[src/design/psc_pkg.sv]
// Shared types and constants for the pressure sensor conditioner.
// No dependencies; imported by the core and its checker.
`timescale 1ns / 1ps

package psc_pkg;

	localparam int SAMPLE_BITS = 10;
	localparam int SUM_W       = SAMPLE_BITS + 8;
	localparam int CNT_W       = 8;
	localparam int LVL_W       = SUM_W + 8;
	localparam int DEN_W       = SAMPLE_BITS + 8;
	localparam int FS10_W      = 14;
	localparam int DIV_W       = LVL_W + FS10_W;
	localparam int DCNT_W      = $clog2(DIV_W);
	localparam int CFG_W       = 16;
	localparam int CFG_AW      = 3;

	localparam logic [DEN_W-1:0] TOP_LEVEL = DEN_W'(((1 << SAMPLE_BITS) - 1) << 8);
	localparam logic [FS10_W-1:0] FS10_MAX = FS10_W'(1023 * 10);

	typedef enum logic [CFG_AW-1:0] {
		REG_SAMPLES_PER_READING = 3'd0,
		REG_CALIBRATION_SAMPLES = 3'd1,
		REG_SMOOTHING_WEIGHT    = 3'd2,
		REG_DEADBAND_LEVEL      = 3'd3,
		REG_FULL_SCALE_KPA      = 3'd4
	} cfg_reg_t;

	typedef enum logic [3:0] {
		ST_IDLE,
		ST_DIV_MEAN,
		ST_MEAN_DONE,
		ST_EMA_A,
		ST_EMA_B,
		ST_EMA_C,
		ST_CMP,
		ST_MUL,
		ST_DIV_LOAD,
		ST_DIV_PRESS,
		ST_PRESS_DONE,
		ST_OUT
	} psc_state_t;

	typedef struct packed {
		logic                   req_type;
		logic [SAMPLE_BITS-1:0] raw_sample;
	} sample_t;

	typedef struct packed {
		logic        result_kind;
		logic [13:0] pressure_tenths_kpa;
		logic        in_deadband;
		logic [17:0] zero_level;
	} result_t;

endpackage

[src/design/pressure_sensor_conditioner_core.sv]
// Pressure sensor conditioner: grouping, EMA smoothing, zero and pressure scaling.
// Uses psc_pkg; one shared multiplier and a 40-step restoring divider under a sequencer.
// A sample that does not close a group is taken while idle. A closing calibration sample
// raises result_valid after the mean divide, a closing reading after the compare
// (deadband, below zero, zero span) or pressure divide (scaled), plus any output wait;
// ready rises with it. Reset: arst_n clears control and levels, loads register defaults.
`timescale 1ns / 1ps

module pressure_sensor_conditioner_core
	import psc_pkg::*;
(
	input  logic              clk,
	input  logic              arst_n,
	input  logic              cfg_we,
	input  logic [CFG_AW-1:0] cfg_addr,
	input  logic [CFG_W-1:0]  cfg_wdata,
	input  logic              sample_valid,
	output logic              sample_ready,
	input  sample_t           sample,
	output logic              result_valid,
	input  logic              result_ready,
	output result_t           result
);

	logic [6:0]        spr_q;
	logic [7:0]        cal_q;
	logic [8:0]        wgt_q;
	logic [15:0]       db_q;
	logic [9:0]        fs_q;

	psc_state_t        state_q, state_n;
	logic [SUM_W-1:0]  sum_q;
	logic [CNT_W-1:0]  cnt_q;
	logic              grp_q;
	logic              kind_q;
	logic [LVL_W-1:0]  sm_q;
	logic [LVL_W-1:0]  zero_q;
	logic [LVL_W-1:0]  mean_q;
	logic [LVL_W-1:0]  diff_q;
	logic [DIV_W-1:0]  acc_q;
	logic [DIV_W-1:0]  dnum_q;
	logic [DEN_W-1:0]  drem_q;
	logic [DEN_W-1:0]  dden_q;
	logic [DCNT_W-1:0] dcnt_q;
	result_t           res_q;
	result_t           result_q;
	logic              result_valid_q;

	logic              restart;
	logic [SUM_W-1:0]  sum_n;
	logic [CNT_W-1:0]  cnt_n;
	logic [CNT_W-1:0]  n_raw;
	logic [CNT_W-1:0]  n_eff;
	logic              close_grp;
	logic [8:0]        w_eff;
	logic [8:0]        w_inv;
	logic [FS10_W-1:0] fs10;
	logic [LVL_W-1:0]  mul_a;
	logic [FS10_W-1:0] mul_b;
	logic [DIV_W-1:0]  mul_p;
	logic [DEN_W:0]    trial;
	logic              div_ge;
	logic [DEN_W-1:0]  rem_n;
	logic              lvl_ge;
	logic [LVL_W-1:0]  abs_diff;
	logic              band;
	logic              zero_span;
	logic [DEN_W-1:0]  den;
	logic              load_out;

	// group bookkeeping
	assign restart   = (cnt_q != '0) && (sample.req_type != grp_q);
	assign sum_n     = (restart ? '0 : sum_q) + SUM_W'(sample.raw_sample);
	assign cnt_n     = (restart ? '0 : cnt_q) + 1'b1;
	assign n_raw     = sample.req_type ? cal_q : {1'b0, spr_q};
	assign n_eff     = (n_raw == '0) ? CNT_W'(1) : n_raw;
	assign close_grp = (cnt_n >= n_eff);

	assign w_eff = (wgt_q == '0) ? 9'd1 : ((wgt_q > 9'd256) ? 9'd256 : wgt_q);
	assign w_inv = 9'd256 - w_eff;
	assign fs10  = FS10_W'({fs_q, 3'b000}) + FS10_W'({fs_q, 1'b0});

	assign mul_p = mul_a * mul_b;

	// restoring divider step
	assign trial  = {drem_q, dnum_q[DIV_W-1]};
	assign div_ge = (trial >= {1'b0, dden_q});
	assign rem_n  = div_ge ? DEN_W'(trial - {1'b0, dden_q}) : trial[DEN_W-1:0];

	assign lvl_ge    = (sm_q >= zero_q);
	assign abs_diff  = lvl_ge ? (sm_q - zero_q) : (zero_q - sm_q);
	assign band      = (abs_diff < LVL_W'(db_q));
	assign zero_span = (LVL_W'(TOP_LEVEL) <= zero_q);
	assign den       = TOP_LEVEL - zero_q[DEN_W-1:0];

	assign load_out = (state_q == ST_OUT) && (!result_valid_q || result_ready);

	always_comb begin
		state_n = state_q;
		unique case (state_q)
			ST_IDLE:       if (sample_valid && close_grp) state_n = ST_DIV_MEAN;
			ST_DIV_MEAN:   if (dcnt_q == '0) state_n = ST_MEAN_DONE;
			ST_MEAN_DONE:  state_n = kind_q ? ST_OUT : ST_EMA_A;
			ST_EMA_A:      state_n = ST_EMA_B;
			ST_EMA_B:      state_n = ST_EMA_C;
			ST_EMA_C:      state_n = ST_CMP;
			ST_CMP:        state_n = (!band && lvl_ge && !zero_span) ? ST_MUL : ST_OUT;
			ST_MUL:        state_n = ST_DIV_LOAD;
			ST_DIV_LOAD:   state_n = ST_DIV_PRESS;
			ST_DIV_PRESS:  if (dcnt_q == '0) state_n = ST_PRESS_DONE;
			ST_PRESS_DONE: state_n = ST_OUT;
			ST_OUT:        if (load_out) state_n = ST_IDLE;
			default:       state_n = ST_IDLE;
		endcase
	end

	always_comb begin
		sample_ready = 1'b0;
		mul_a        = sm_q;
		mul_b        = FS10_W'(w_inv);
		unique case (state_q)
			ST_IDLE:  sample_ready = 1'b1;
			ST_EMA_A: begin
				mul_a = mean_q;
				mul_b = FS10_W'(w_eff);
			end
			ST_MUL: begin
				mul_a = diff_q;
				mul_b = fs10;
			end
			default: ;
		endcase
	end

	always_ff @(posedge clk or negedge arst_n) begin
		if (!arst_n) begin
			spr_q <= 7'd20;
			cal_q <= 8'd200;
			wgt_q <= 9'd51;
			db_q  <= 16'd1571;
			fs_q  <= 10'd500;
		end else if (cfg_we) begin
			unique case (cfg_reg_t'(cfg_addr))
				REG_SAMPLES_PER_READING: spr_q <= cfg_wdata[6:0];
				REG_CALIBRATION_SAMPLES: cal_q <= cfg_wdata[7:0];
				REG_SMOOTHING_WEIGHT:    wgt_q <= cfg_wdata[8:0];
				REG_DEADBAND_LEVEL:      db_q  <= cfg_wdata[15:0];
				REG_FULL_SCALE_KPA:      fs_q  <= cfg_wdata[9:0];
				default: ;
			endcase
		end
	end

	always_ff @(posedge clk or negedge arst_n) begin
		if (!arst_n) begin
			state_q        <= ST_IDLE;
			sum_q          <= '0;
			cnt_q          <= '0;
			grp_q          <= 1'b0;
			sm_q           <= '0;
			zero_q         <= '0;
			result_valid_q <= 1'b0;
		end else begin
			state_q <= state_n;
			if (result_valid_q && result_ready) result_valid_q <= 1'b0;
			if (load_out) result_valid_q <= 1'b1;
			if (state_q == ST_IDLE && sample_valid) begin
				grp_q <= sample.req_type;
				if (close_grp) begin
					sum_q <= '0;
					cnt_q <= '0;
				end else begin
					sum_q <= sum_n;
					cnt_q <= cnt_n;
				end
			end
			if (state_q == ST_MEAN_DONE && kind_q) begin
				zero_q <= dnum_q[LVL_W-1:0];
				sm_q   <= dnum_q[LVL_W-1:0];
			end
			if (state_q == ST_EMA_C) sm_q <= acc_q[LVL_W+7:8];
		end
	end

	always_ff @(posedge clk) begin
		unique case (state_q)
			ST_IDLE: begin
				kind_q <= sample.req_type;
				dnum_q <= DIV_W'({sum_n, 8'h00} + LVL_W'(n_eff >> 1));
				drem_q <= '0;
				dden_q <= DEN_W'(n_eff);
				dcnt_q <= DCNT_W'(DIV_W - 1);
			end
			ST_DIV_MEAN, ST_DIV_PRESS: begin
				dnum_q <= {dnum_q[DIV_W-2:0], div_ge};
				drem_q <= rem_n;
				dcnt_q <= dcnt_q - 1'b1;
			end
			ST_MEAN_DONE: begin
				mean_q <= dnum_q[LVL_W-1:0];
				res_q  <= '{result_kind: 1'b1, pressure_tenths_kpa: '0, in_deadband: 1'b0,
					zero_level: dnum_q[17:0]};
			end
			ST_EMA_A: acc_q <= mul_p;
			ST_EMA_B: acc_q <= acc_q + mul_p + DIV_W'(128);
			ST_CMP: begin
				diff_q <= abs_diff;
				res_q  <= '{result_kind: 1'b0,
					pressure_tenths_kpa: (!band && lvl_ge && zero_span) ? fs10 : '0,
					in_deadband: band, zero_level: zero_q[17:0]};
			end
			ST_MUL: acc_q <= mul_p;
			ST_DIV_LOAD: begin
				dnum_q <= acc_q + DIV_W'(den >> 1);
				drem_q <= '0;
				dden_q <= den;
				dcnt_q <= DCNT_W'(DIV_W - 1);
			end
			ST_PRESS_DONE: res_q.pressure_tenths_kpa <=
				(dnum_q > DIV_W'(fs10)) ? fs10 : dnum_q[FS10_W-1:0];
			ST_OUT: if (load_out) result_q <= res_q;
			default: ;
		endcase
	end

	assign result_valid = result_valid_q;
	assign result       = result_q;

endmodule

[config.mk]
export PLATFORM = sky130hd
export DESIGN_NAME = pressure_sensor_conditioner_core
export DESIGN_NICKNAME = d
export VERILOG_FILES = /design/src/design/psc_pkg.sv /design/src/design/pressure_sensor_conditioner_core.sv
export SDC_FILE = /design/constraint.sdc
export NUM_CORES = 2
export LEC_CHECK = 0
export ABC_CLOCK_PERIOD_IN_PS = 11600
export CAP_MARGIN = 10
export CORE_MARGIN = 1.5
export CORE_UTILIZATION = 30
export CTS_BUF_LIST = sky130_fd_sc_hd__clkbuf_4 sky130_fd_sc_hd__clkbuf_8 sky130_fd_sc_hd__clkbuf_16
export CTS_CLUSTER_DIAMETER = 50
export DETAILED_ROUTE_END_ITERATION = 6
export DONT_BUFFER_PORTS = 1
export GPL_ROUTABILITY_DRIVEN = 1
export PLACE_DENSITY = 0.51
export SLEW_MARGIN = 5
export SYNTH_ARGS = -nofsm -noshare
export SYNTH_HDL_FRONTEND = slang
export SYNTH_SLANG_ARGS = --single-unit
[constraint.sdc]
create_clock -name clk -period 11.6 [get_ports clk]
set_clock_uncertainty 0.1 [all_clocks]
set_input_delay 2.9 -clock clk [delete_from_list [all_inputs] [get_ports clk]]
set_output_delay 2.9 -clock clk [all_outputs]
set_load 0.1 [all_outputs]
==> run_results.csv <==
group,metric,value,unit
run_status,run_status,"complete, no violations",
sta,whs,0.317,ns
grt,antenna_found_initial,1,
cts,cts_max_path_buffers,3,
die,die_x,350,µm
sta,slew_headroom,0.186,
placed_design,gp_congestion,0.939,
setup_path,worst_path_most_repeated_cell,"fa_1",
yosys,synthFlopType,"edfxtp_1",
placed_design,port_buffers,0,
yosys,synth_area_leaders,"edfxtp_1, fa_1, ha_1, dfrtp_1, nand2_1",
yosys,ys_ff_latch,377,
yosys,async_flop_share,0.355,
cts,clock_sinks,377,
routing,first_iter_violations,2135,
cts,insertion_delay,0.66,ns
yosys,synth_area,36000,µm²
sta,fin_crit,11.06,ns
setup_path,crit_start,"wgt_q[3]",
cells_and_area,layout-drive-gt1-share,0.0934,
worst_hold_path,min_path_type,"reg -> reg",
setup_path,r2r-end,"acc_q[35]",
die,die_h,350,µm
yosys,ys_warn_count,0,
setup_path,critPathTopFamily,"adder cells",
setup_path,cpMaxStageDelayCell,"or4_1",
sta,slew_violations,0,
grt,grt_pass1_wl,177000,µm
placed_design,dpl_cell_area,38400,µm²
setup_path,arrival,11.32,ns
setup_path,cp_data_required_time,11.87,ns
routing,drc,0,
setup_path,crit_path_max_incr_delay,0.56,ns
grt,grt_overflow_total,0,
placed_design,dpl.hpwl,93200,µm
routing,wl_per_cell,20.9,µm
die,rows,126,
setup_path,cp_max_fo,8,
cts,cts_tree,"done",
sta,setup_viol,0,
sta,final-hold-violation-count,0,
setup_path,cp.depth,40,
setup_path,r2r_cells,40,
die,start_util,0.304,
yosys,syn_nets,4536,
yosys,yosysSeqAreaShare,0.296,
cts,cts_buffers,61,
sta,min_period_over_period,0.953,
setup_path,cp-start-kind,"flop",
cells_and_area,area_growth,12.8,%
yosys,synth_cells,3883,
worst_hold_path,min_from,"res_q[0]",
cells_and_area,stdcell_area,40600,µm²
routing,dr.pass1.iters,5,
yosys,synth_edf_count,243,
worst_hold_path,hold_depth,0,
worst_hold_path,holdPathEnd,"result[0]",
grt,grt_pass1_vias,27900,
routing,routed-via-count,28300,
cts,htree_levels,2,
grt,grt_usage,0.190,
sta,tightestPinTransition,1.21,ns
sta,clock.fmax,90.4,MHz
setup_path,crit_buf_inv,3,
die,core_area,119000,µm²
yosys,netlist.top_cell.by_area,"edfxtp_1",
cells_and_area,antennaDiodeCount,0,
routing,drt_wl_total,116000,µm
cts,path_clk_slew,0.06,ns
setup_path,endpoint_kind,"flop",
die,die-area,122000,µm²
job,drv_cap,0,
cts,cts_hold_buffers,0,
die,num_io_pins,71,
yosys,synth.most_common_cell,"nand2_1",
routing,via_per_inst,5.08,
yosys,synth_top_area_share,0.203,
yosys,yosysUniqueCellTypes,91,
cells_and_area,final_core_util,0.343,
routing,antenna_left,0,
setup_path,r2r-start,"wgt_q[3]",
yosys,avgSynthCellArea,9.28,µm²
cells_and_area,nets,4572,
setup_path,ff2ff_setup_slack,0.54,ns
cts,root_buffer,"clkbuf_16",
yosys,netlist_top_cells_count,"nand2_1, inv_1, ha_1, nor2_1, fa_1",
setup_path,path_class,"reg -> reg",
grt,grt_start_max_net_pins,135,
==> logic make-up (layout without fill, tap and decap cells) <==
family,Yosys count,in the layout,share of synthesized area
compound gates,781,782,0.138
xor+xnor,185,185,0.0450
fa+ha+maj,618,618,0.276
buf+inv,599,687,0.0640
flops,377,377,0.296
mux,105,105,0.0311
simple gates,1218,1218,0.150
==> final cells by class <==
type,instances,area (µm²)
clock inverter,49,480
inverter,456,1710
multi-input combinational,2908,23300
tap,1600,2000
clock buffer,67,1620
sequential,377,10700
fill,12300,77900
timing repair buffer,115,891
==> timing repair <==
item	4_1_cts	5_1_grt
buffers inserted	0	2
setup endpoints to repair	0	9
gates resized for setup	0	27
==> sequential cells by signal (all words and copies together) (netlist names), 7 cells and up <==
signal,cells
dnum_q,40
drem_q,18
sm_q,26
cal_q,8
dden_q,18
wgt_q,9
diff_q,26
acc_q,40
db_q,16
fs_q,10
result,34
res_q,34
spr_q,7
sum_q,18
cnt_q,8
zero_q,26
mean_q,26
==> how the worst max path moves through the flow <==
stage                            to  slack (ns)
after floorplan           acc_q[38]        1.12
after global placement    acc_q[38]        0.51
after detailed placement  acc_q[38]        0.36
after CTS                 acc_q[38]        0.31
after global routing      acc_q[35]       -0.03
final                     acc_q[35]        0.54
==> through the flow <==
step / setup slack, ns / TNS, ns / std cells
2_1_floorplan: 1.12 / 0 / 3883
3_3_place_gp: 0.507 / 0 / 5452
3_5_place_dp: 0.358 / 0 / 5452
4_1_cts: 0.313 / 0 / 5568
5_1_grt: -0.0325 / -0.0325 / 5572
6_report: 0.542 / 0 / 5572
==> routing by layer <==
metal,GRT usage,part of all wire,up-vias
li1,-,-,13300
met1,0.256,0.45,14200
met2,0.319,0.47,720
met3,0.0231,0.047,134
met4,0.0558,0.028,0
met5,0,0,-
==> layout by cell type (no fill, tap or decap), types with 17 or more instances in the layout <==
| cell type | count |
|---|---|
| nor2_1 | 287 |
| a211oi_1 | 21 |
| o21bai_1 | 21 |
| mux2i_1 | 54 |
| inv_1 | 455 |
| nor2b_1 | 34 |
| clkbuf_16 | 63 |
| edfxtp_1 | 243 |
| nor4_1 | 18 |
| nand2b_1 | 29 |
| nand4_1 | 37 |
| and3_1 | 24 |
| o211ai_1 | 17 |
| a21o_1 | 77 |
| o21a_1 | 51 |
| o31ai_1 | 21 |
| o221ai_1 | 17 |
| buf_4 | 112 |
| and2_1 | 39 |
| o21ai_0 | 201 |
| xnor2_1 | 111 |
| nor3_1 | 36 |
| xor2_1 | 70 |
| a21oi_1 | 187 |
| fa_1 | 292 |
| dfrtp_1 | 113 |
| ha_1 | 325 |
| o21ai_1 | 32 |
| nand2_1 | 573 |
| mux2_2 | 50 |
| dfstp_2 | 20 |
| nand3_1 | 77 |
Power is left out: the tool's default activity adds up to more than one toggle a clock period on the data nets, which glitch-free logic cannot reach.
